## src/hdl/lgs_pkg.sv

```systemverilog
// ----------------------------------------------------------------------------
// lgs_pkg: shared types and constants of the life grid step core
// Request kinds, controller-to-datapath commands and datapath status.
// ----------------------------------------------------------------------------
package lgs_pkg;

  localparam int DEFAULT_MAX_SIDE = 64;

  localparam int KIND_W  = 2;
  localparam int COORD_W = 6;
  localparam int SIDE_W  = 7;

  localparam logic [SIDE_W-1:0] SIDE_RESET = 7'd64;

  localparam logic [KIND_W-1:0] KIND_WRITE   = 2'd0;
  localparam logic [KIND_W-1:0] KIND_READ    = 2'd1;
  localparam logic [KIND_W-1:0] KIND_ADVANCE = 2'd2;

  // B3/S23 rule
  localparam logic [3:0] BIRTH_COUNT = 4'd3;
  localparam logic [3:0] SURVIVE_LOW = 4'd2;

  localparam int OP_W = 3;
  localparam logic [OP_W-1:0] OP_NONE    = 3'd0;
  localparam logic [OP_W-1:0] OP_CLEAR   = 3'd1;
  localparam logic [OP_W-1:0] OP_ACCEPT  = 3'd2;
  localparam logic [OP_W-1:0] OP_EXEC    = 3'd3;
  localparam logic [OP_W-1:0] OP_ADV_ROW = 3'd4;

  typedef struct packed {
    logic [OP_W-1:0] op;
    logic            finish;
  } cmd_t;

  typedef struct packed {
    logic clear_last;
    logic go_adv;
    logic row_last;
  } status_t;

endpackage

```

## src/hdl/lgs_ctrl.sv

```systemverilog
// ----------------------------------------------------------------------------
// lgs_ctrl: sequencer of the life grid step core
// Runs the clearing pass, accepts requests and steps an advance row by row.
// ----------------------------------------------------------------------------
module lgs_ctrl (
  input  logic             clk,
  input  logic             rst,
  input  logic             start,
  output logic             busy,
  output lgs_pkg::cmd_t    cmd,
  input  lgs_pkg::status_t status
);

  localparam logic [1:0] ST_CLEAR = 2'd0;
  localparam logic [1:0] ST_IDLE  = 2'd1;
  localparam logic [1:0] ST_EXEC  = 2'd2;
  localparam logic [1:0] ST_ADV   = 2'd3;

  logic [1:0] state;
  logic [1:0] state_next;

  always_ff @(posedge clk) begin
    if (rst) begin
      state <= ST_CLEAR;
    end else begin
      state <= state_next;
    end
  end

  always_comb begin
    state_next = state;
    cmd.op     = lgs_pkg::OP_NONE;
    cmd.finish = 1'b0;
    unique case (state)
      ST_CLEAR: begin
        cmd.op = lgs_pkg::OP_CLEAR;
        if (status.clear_last) state_next = ST_IDLE;
      end
      ST_IDLE: begin
        if (start) begin
          cmd.op     = lgs_pkg::OP_ACCEPT;
          state_next = ST_EXEC;
        end
      end
      ST_EXEC: begin
        cmd.op = lgs_pkg::OP_EXEC;
        if (status.go_adv) begin
          state_next = ST_ADV;
        end else begin
          cmd.finish = 1'b1;
          state_next = ST_IDLE;
        end
      end
      ST_ADV: begin
        cmd.op = lgs_pkg::OP_ADV_ROW;
        if (status.row_last) begin
          cmd.finish = 1'b1;
          state_next = ST_IDLE;
        end
      end
      default: begin
        state_next = ST_IDLE;
      end
    endcase
  end

  assign busy = (state != ST_IDLE);

endmodule

```

## config.mk

```make
export PLATFORM = sky130hd
export DESIGN_NAME = lgs_ctrl
export DESIGN_NICKNAME = d
export VERILOG_FILES = /design/src/hdl/lgs_pkg.sv /design/src/hdl/lgs_ctrl.sv
export SDC_FILE = /design/constraint.sdc
export NUM_CORES = 1
export LEC_CHECK = 0
export ABC_AREA = 1
export BUFFER_PORTS_ARGS = -buffer_cell sky130_fd_sc_hd__clkbuf_2
export CAP_MARGIN = 10
export CORE_AREA = 2 2 39 41
export DETAILED_ROUTE_END_ITERATION = 6
export DIE_AREA = 0 0 41 43
export SLEW_MARGIN = 20
export SYNTH_ARGS = -nofsm -noshare
export SYNTH_HDL_FRONTEND = slang
export SYNTH_SLANG_ARGS = --single-unit
```

## constraint.sdc

```tcl
create_clock -name clk -period 3.3 [get_ports clk]
set_clock_uncertainty 0.1 [all_clocks]
set_input_delay 0.165 -clock clk [delete_from_list [all_inputs] [get_ports clk]]
set_output_delay 0.165 -clock clk [all_outputs]
set_load 0.01 [all_outputs]
```

==> flow_metrics.py, run 1 <==
metrics = {
    "die": {
        "die_area_um2": 1760,
        "core_area_um2": 1380,
        "start_util": 0.176,
        "fp.dieW_um": 41,
        "io_pins": 11,
        "die_h_um": 43,
        "rows": 14,
    },
    "logic_synthesis": {
        "synth_top_area_share": 0.256,
        "async_flop_share": 0,
        "synth_seq_cells": 2,
        "synthTopCellsByCount": "nand2_1, inv_1, ha_1",
        "yosysMostFrequentCell": "nand2_1",
        "synth_edf_count": 0,
        "synthCells": 40,
        "syn_area_um2": 244,
        "ys.flop_type": "dfxtp_1",
        "syn-num-nets": 51,
        "synth_cell_types": 12,
        "synth.top_cells.by_area": "ha_1, nand2_1, dfxtp_1",
        "seq_area_frac_synth": 0.164,
        "synth_top_area_cell": "ha_1",
        "yosys_warnings": 0,
        "syn_avg_cell_area_um2": 6.10,
    },
    "hold_path": {
        "hold_path_depth": 4,
        "min_from": "rst",
        "hold_end": "state[1]",
        "hold_class": "primary input to flip-flop",
    },
    "timing": {
        "fin_crit_sh": 0.442,
        "rsz0062_at_grt": "no",
        "max_slew.worst_pin.slew_ns": 0.188,
        "maxSlewHeadroom": 0.874,
        "final_max_slew_viol_count": 0,
        "hold_viol": 0,
        "setup_viol": 0,
        "fmax_mhz": 685,
        "fin_crit_ns": 1.46,
        "fin_tns_setup_ns": 0,
    },
    "critical_path": {
        "r2r_setup_slack_ns": 1.98,
        "worstPathRequired_ns": 3.03,
        "slowest_delay_ns": 0.40,
        "cp_max_fo": 6,
        "crit_buf_inv": 3,
        "r2r-end": "state[1]",
        "cp.depth": 5,
        "cp_data_arrival_time_ns": 1.19,
        "cp_common_cell": "inv_1",
        "path_cells": "inv_1 > ha_1 > inv_1 > o21ai_1 > clkbuf_2",
        "critPathTopFamily": "flip-flops",
        "rr_startpoint": "state[0]",
        "start_kind": "flip-flop",
        "cp-end-kind": "output port",
        "critical-path-slowest-cell": "dfxtp_1",
        "r2r_cells": 8,
        "critPathKind": "flip-flop to output port",
    },
    "place": {
        "io_buffers": 10,
        "dp.cells": 66,
        "post-dp-hpwl_um": 406,
        "routabilityCongestion": 0.665,
    },
    "grt": {
        "grtUsageMet3": 0.0157,
        "grtUsageMet1": 0.0796,
        "grt_pass1_vias": 239,
        "antenna_found_initial": 0,
        "grt.overflow.total": 0,
        "grtUsageMet2": 0.0969,
        "grt_pass1_wl_um": 800,
        "grtUsageTotal": 0.0711,
        "grt_max_degree": 7,
        "grt_busiest_layer": "met2",
    },
    "layout": {
        "reg.largest.list": "state x2",
        "layout.cells.non_filler": 69,
        "areaGrowthSynthToFinish_pct": 37.9,
        "largest-register": "state",
        "largest_reg_flops": 2,
        "nets": 66,
        "diodes": 0,
        "drive_gt1_frac": 0.358,
    },
    "cts": {
        "worstSkewPairLatency_ns": 0.22,
        "cts_sinks": 2,
        "clockRootBuffer": "clkbuf_4",
        "htree_levels": 1,
        "cts_buffer_depth": 2,
        "cts_resized": 0,
        "clk_pin_slew_worst_paths_ns": 0.03,
        "cts_hold_buf": 0,
        "cts_made_buffers": 3,
        "postCtsSetupRepairBufs": 0,
        "cts_tree": "built",
    },
    "run_status": {
        "status": "completed",
    },
    "routing": {
        "routedWlPerCell_um": 6.80,
        "drc": 0,
        "drtAntennaViolNets": 0,
        "wirelength_um": 469,
        "via_per_inst": 3.57,
        "detail_route.iter0.violations": 2,
        "vias": 246,
        "dr.pass1.iters": 2,
    },
    "power_and_ir_drop": {
        "ir_worst_vdd_uv": 224,
        "power.density_nw_per_um2": 677,
        "total_leakage_power_nw": 0.222,
    },
    "job": {
        "maxCapViolations": 0,
    },
}
-- logic make-up (layout without fill, tap and decap cells) --
group,Yosys count,in the layout,synth area share
AO/OA/AOI/OAI,2,2,0.0410
adder cells (fa/ha/maj),5,5,0.256
buffers and inverters,11,24,0.169
flip-flops,2,2,0.164
AND/OR/NAND/NOR,20,20,0.369
-- cell usage in the layout (no fill, tap or decap) --
| master | count |
|---|---|
| nand2_1 | 13 |
| clkbuf_2 | 10 |
| inv_1 | 9 |
| ha_1 | 5 |
| clkbuf_4 | 3 |
| inv_2 | 2 |
| nor2_1 | 2 |
| nor2_2 | 2 |
| dfxtp_1 | 2 |
| nand3_1 | 1 |
| o21ai_0 | 1 |
| o21ai_1 | 1 |
| nand2_2 | 1 |
| nand3_2 | 1 |
-- worst register-to-register path, cell delays in order (launching register included) --
cell and delay, ns:
dfxtp_1 0.40, inv_1 0.11, ha_1 0.22, nand2_1 0.10, inv_1 0.05, nor2_1 0.09
nand2_1 0.06, nand2_1 0.07, nor2_2 0.03
-- metal layers --
layer	part of all wire	up-vias
li1	-	140
met1	0.47	99
met2	0.47	7
met3	0.055	0
met4	0	0
met5	0	-
-- metrics by stage --
step / area, um^2 / hold WS [ns] / power (W) / utilization / worst slack (ns)
after floorplan: 244 / 0.234 / 0.000138 / - / 2.08
after global placement: 314 / 0.333 / 0.000176 / 0.227 / 1.99
after detailed placement: 314 / 0.336 / 0.000177 / 0.227 / 1.97
after CTS: 337 / 0.0931 / 0.000236 / 0.243 / 1.81
after global routing: 337 / 0.112 / 0.000260 / 0.243 / 1.72
final: 337 / 0.101 / 0.000228 / 0.243 / 1.84
-- area by class of cell --
type	instances	area (um^2)
Clock buffer	3	22.5
Multi-Input combinational cell	27	163
Fill cell	170	1050
Tap cell	16	20.0
Sequential cell	2	40.0
Inverter	11	41.3
Timing Repair Buffer	10	50.0
-- how the worst max path moves through the flow --
stage / start / end
2_1_floorplan: state[0] / state[1]
3_3_place_gp: state[0] / state[1]
3_5_place_dp: state[0] / state[1]
4_1_cts: state[1] / cmd[2]
5_1_grt: state[0] / cmd[0]
6_report: state[0] / cmd[0]
-- report_power, final --
part	leakage (nW)	switching [W]	total (W)	internal (W)
Combinational	0.192	0.0000777	0.000129	0.0000514
Clock	0.0138	0.0000137	0.0000538	0.0000401
Sequential	0.0166	0.0000117	0.0000448	0.0000331
Total	0.222	0.000103	0.000228	0.000125
No activity file was read; power rests on OpenSTA's default activity.
==> inputs of run 2 (changes only) <==
ABC_AREA = 0   (was 1)
clock period = 1.25 ns   (was 3.3 ns; I/O delays follow)
==> flow_metrics.py, run 2 <==
metrics = {
    "routing": {
        "drc": 0,
        "detail_route.iter0.violations": 5,
        "dr.pass1.iters": 4,
        "routedWlPerCell_um": 9.28,
        "vias": 255,
        "drtAntennaViolNets": 0,
        "via_per_inst": 3.98,
        "wirelength_um": 594,
    },
    "grt": {
        "antenna_found_initial": 0,
        "grt_max_degree": 5,
        "grt.overflow.total": 0,
        "grt_pass1_wl_um": 910,
        "grtUsageTotal": 0.0901,
        "grt_pass1_vias": 257,
    },
    "logic_synthesis": {
        "synth.top_cells.by_area": "ha_1, dfxtp_1, inv_1",
        "synth_seq_cells": 2,
        "syn-num-nets": 38,
        "async_flop_share": 0,
        "syn_avg_cell_area_um2": 7.88,
        "synthCells": 27,
        "synthTopCellsByCount": "inv_1, ha_1, dfxtp_1, nor2_1, o21ai_0",
        "synth_top_area_share": 0.294,
        "ys.flop_type": "dfxtp_1",
        "synth_top_area_cell": "ha_1",
        "seq_area_frac_synth": 0.188,
        "synth_cell_types": 14,
        "synth_edf_count": 0,
        "yosysMostFrequentCell": "inv_1",
        "yosys_warnings": 0,
        "syn_area_um2": 213,
    },
    "cts": {
        "clockRootBuffer": "clkbuf_4",
        "cts_tree": "built",
        "cts_made_buffers": 3,
        "worstSkewPairLatency_ns": 0.23,
        "postCtsSetupRepairBufs": 0,
        "cts_buffer_depth": 2,
        "cts_sinks": 2,
        "cts_hold_buf": 0,
        "clk_pin_slew_worst_paths_ns": 0.04,
        "htree_levels": 1,
    },
    "die": {
        "fp.dieW_um": 41,
        "die_h_um": 43,
        "io_pins": 11,
        "core_area_um2": 1380,
        "die_area_um2": 1760,
        "start_util": 0.154,
        "rows": 14,
    },
    "layout": {
        "largest-register": "state",
        "largest_reg_flops": 2,
        "layout.cells.most_common": "clkbuf_2",
        "regArea_um2": 45.0,
        "layout_common_cells": "clkbuf_2, buf_4, inv_1, inv_2, clkbuf_4",
        "fillers": 156,
        "diodes": 0,
        "stdcell_area_um2": 412,
        "nets": 60,
        "areaGrowthSynthToFinish_pct": 93.5,
        "reg.largest.list": "state x2",
        "drive_gt1_frac": 0.646,
        "multi_input_area_um2": 181,
    },
    "critical_path": {
        "r2r_setup_slack_ns": -0.29,
        "cp-end-kind": "flip-flop",
        "worstPathRequired_ns": 1.26,
        "cp_data_arrival_time_ns": 1.55,
        "start_kind": "flip-flop",
        "startpoint": "state[0]",
        "cp_max_fo": 4,
        "rr_startpoint": "state[0]",
        "critPathKind": "flip-flop to flip-flop",
    },
    "timing": {
        "max_slew.worst_pin.slew_ns": 0.415,
        "hold_viol": 0,
        "fin_crit_sh": 1.23,
        "fmax_mhz": 649,
        "holdWs_ns": 0.0628,
        "rsz0062_at_grt": "yes",
        "worst_slack_ns": -0.292,
        "setup_viol": 5,
        "fin_crit_ns": 1.54,
        "fin_tns_setup_ns": -0.961,
        "maxSlewHeadroom": 0.723,
        "final_max_slew_viol_count": 0,
    },
    "place": {
        "post-dp-hpwl_um": 447,
        "place_area_um2": 358,
        "io_buffers": 10,
        "routabilityCongestion": 0.674,
    },
    "power_and_ir_drop": {
        "internal_power_w": 0.000400,
        "pwr-share-comb": 0.555,
        "swShare": 0.345,
        "total_leakage_power_nw": 0.208,
        "finalPower_w": 0.000610,
        "share_seq_of_total_power": 0.178,
        "power.density_nw_per_um2": 1480,
        "pwr-share-clk": 0.266,
        "ir_worst_vdd_uv": 380,
        "p_switching_w": 0.000211,
    },
    "run_status": {
        "status": "finished with violations",
        "violations": "negative setup slack",
    },
    "job": {
        "maxCapViolations": 0,
    },
    "hold_path": {
        "min_from": "rst",
        "hold_class": "primary input to flip-flop",
    },
}
[run 2: logic make-up after synthesis]
kind of cell | Yosys count | synth area share
mux | 2 | 0.100
fa+ha+maj | 5 | 0.294
simple gates | 7 | 0.176
compound gates | 4 | 0.118
buf+inv | 7 | 0.124
flops | 2 | 0.188
[run 2: power groups by stage]
stage | combinational, W | sequential (W) | clock (W)
2_1_floorplan | 0.000144 | 0.000112 | 0
3_3_place_gp | 0.000289 | 0.000109 | 0
3_5_place_dp | 0.000293 | 0.000109 | 0
4_1_cts | 0.000323 | 0.000109 | 0.000174
5_1_grt | 0.000373 | 0.000111 | 0.000181
6_report | 0.000339 | 0.000109 | 0.000162
[run 2: layout make-up]
type / count / area share
clock buffer: 4 / 0.0638
inverter: 7 / 0.0638
multi-input combinational: 18 / 0.441
sequential: 2 / 0.109
tap: 16 / 0.0486
timing repair buffer: 17 / 0.274
[run 2: path summary, 6_finish.rpt]
path              end  cells past startpoint
max          state[0]                      3
min          state[1]                      3
max reg2reg  state[0]                      3
min reg2reg  state[1]                      3
[run 2: per-layer routing]
layer  track usage  share of wire
met1        0.0510           0.31
met2         0.144           0.55
met3        0.0628          0.077
met4         0.107          0.057
met5             0              0
[run 2: metrics by stage]
stage | setup slack, ns | utilization | cells
floorplan | -0.292 | - | 27
global placement | -0.250 | 0.259 | 60
detailed placement | -0.290 | 0.259 | 60
CTS | -0.297 | 0.293 | 64
global route | -0.343 | 0.297 | 64
finish | -0.292 | 0.297 | 64
[run 2: timing repair]
action                     4_1_cts  5_1_grt
setup endpoints to repair        6        6
pin swaps                        0        2
gates resized for setup          6        5
[run 2: worst max-delay path: stages, from the launching register on]
cell and delay [ns]:
dfxtp_4 0.35, ha_2 0.19, a222oi_1 0.42, mux2_1 0.36
==> inputs of run 3 (changes only) <==
GPL_TIMING_DRIVEN = 0   (was default)
==> flow_metrics.py, run 3 (synthesis results as in run 2) <==
metrics = {
    "run_status": {
        "status": "finished with violations",
        "violations": "negative setup slack",
    },
    "timing": {
        "holdWs_ns": 0.0725,
        "rsz0062_at_grt": "yes",
        "max_slew.worst_pin.slew_ns": 0.279,
        "final_max_slew_viol_count": 0,
        "fmax_mhz": 649,
        "hold_viol": 0,
        "worst_slack_ns": -0.292,
        "setup_viol": 6,
        "maxSlewHeadroom": 0.814,
        "fin_tns_setup_ns": -0.901,
        "fin_crit_sh": 1.23,
        "fin_crit_ns": 1.54,
    },
    "place": {
        "post-dp-hpwl_um": 366,
        "io_buffers": 10,
        "routabilityCongestion": 0.640,
        "dp.cells": 53,
    },
    "power_and_ir_drop": {
        "share_seq_of_total_power": 0.205,
        "total_leakage_power_nw": 0.202,
        "ir_worst_vdd_uv": 470,
        "swShare": 0.351,
        "pwr-share-comb": 0.534,
        "power.density_nw_per_um2": 1470,
        "p_switching_w": 0.000213,
        "internal_power_w": 0.000395,
        "pwr-share-clk": 0.261,
        "finalPower_w": 0.000609,
    },
    "critical_path": {
        "cp-end-kind": "flip-flop",
        "start_kind": "flip-flop",
        "cp_max_fo": 4,
        "cp_data_arrival_time_ns": 1.55,
        "worstPathRequired_ns": 1.26,
        "path_cells": "ha_4 > a222oi_1 > buf_4 > mux2_4",
        "critical-path-slowest-cell": "dfxtp_4",
        "critPathTopFamily": "flip-flops",
        "crit_buf_inv": 1,
        "critPathKind": "flip-flop to flip-flop",
        "slowest_delay_ns": 0.37,
    },
    "layout": {
        "diodes": 0,
        "layout.cells.non_filler": 62,
        "final_util": 0.299,
        "layout_common_cells": "clkbuf_2, inv_1, buf_4, ha_4, clkbuf_4",
        "largest-register": "state",
        "nets": 58,
        "largest_reg_flops": 2,
        "layout.cells.most_common": "clkbuf_2",
        "areaGrowthSynthToFinish_pct": 94.7,
        "drive_gt1_frac": 0.630,
        "reg.largest.list": "state x2",
    },
    "grt": {
        "grtUsageTotal": 0.0801,
        "grt.overflow.total": 0,
        "grt_max_degree": 5,
        "grt_pass1_vias": 214,
        "antenna_found_initial": 0,
        "grt_pass1_wl_um": 876,
    },
    "routing": {
        "vias": 240,
        "detail_route.iter0.violations": 2,
        "routedWlPerCell_um": 9.55,
        "via_per_inst": 3.87,
        "dr.pass1.iters": 4,
        "drtAntennaViolNets": 0,
        "wirelength_um": 592,
        "drc": 0,
    },
    "cts": {
        "cts_sinks": 2,
        "cts_tree": "built",
        "worstSkewPairLatency_ns": 0.23,
        "cts_buffer_depth": 2,
        "clk_pin_slew_worst_paths_ns": 0.04,
        "htree_levels": 1,
        "clockRootBuffer": "clkbuf_4",
        "cts_hold_buf": 0,
        "cts_made_buffers": 3,
    },
    "die": {
        "rows": 14,
        "io_pins": 11,
        "die_area_um2": 1760,
        "die_h_um": 43,
        "start_util": 0.154,
        "core_area_um2": 1380,
        "fp.dieW_um": 41,
    },
    "job": {
        "maxCapViolations": 0,
    },
    "hold_path": {
        "hold_class": "primary input to flip-flop",
    },
}
==> run 3: cell count changes in the layout (fill, tap and decap cells not counted), sizes merged <==
cell / delta
buf: -2
==> run 3: final timing paths <==
path                               start        to  slack (ns)  cells past startpoint
worst max-delay path            state[0]  state[0]       -0.29                      4
worst min-delay path                 rst  state[1]        0.07                      3
worst max register to register  state[0]  state[0]       -0.29                      4
worst min register to register  state[1]  state[1]        0.58                      3
==> run 3: cell type report <==
class / count / area (um^2)
Clock buffer: 4 / 26.3
Timing Repair Buffer: 15 / 93.8
Multi-Input combinational cell: 18 / 193
Sequential cell: 2 / 47.5
Inverter: 7 / 33.8
Fill cell: 158 / 970
Tap cell: 16 / 20.0
==> run 3: worst reg2reg max path: stages (launching register included) <==
cell and delay, ns:
dfxtp_4 0.37, ha_4 0.16, a222oi_1 0.31, buf_4 0.19, mux2_4 0.29
==> run 3: stage by stage <==
stage	instance area (um^2)	setup WS, ns
final	414	-0.292
after floorplan	235	-0.292
after global routing	414	-0.321
after CTS	403	-0.269
after global placement	305	-0.409
after detailed placement	305	-0.441
==> run 3: power by group through the flow <==
stage,Clock (W),Combinational (W),Sequential (W)
floorplan,0,0.000144,0.000112
global placement,0,0.000204,0.000118
finish,0.000159,0.000325,0.000125
CTS,0.000170,0.000306,0.000122
global route,0.000179,0.000356,0.000127
detailed placement,0,0.000208,0.000119
==> run 3: repair_timing <==
action,CTS,global route
gates cloned,0,0
pin swaps,3,2
gates resized for setup,7,7
setup endpoints to repair,5,7
endpoints found under the hold margin,0,0
setup buffers,5,0
==> run 3: routing by layer <==
metal / share of wire / track usage
met5: 0 / 0
met1: 0.41 / 0.0732
met3: 0.041 / 0.0471
met2: 0.54 / 0.122
met4: 0 / 0.0600
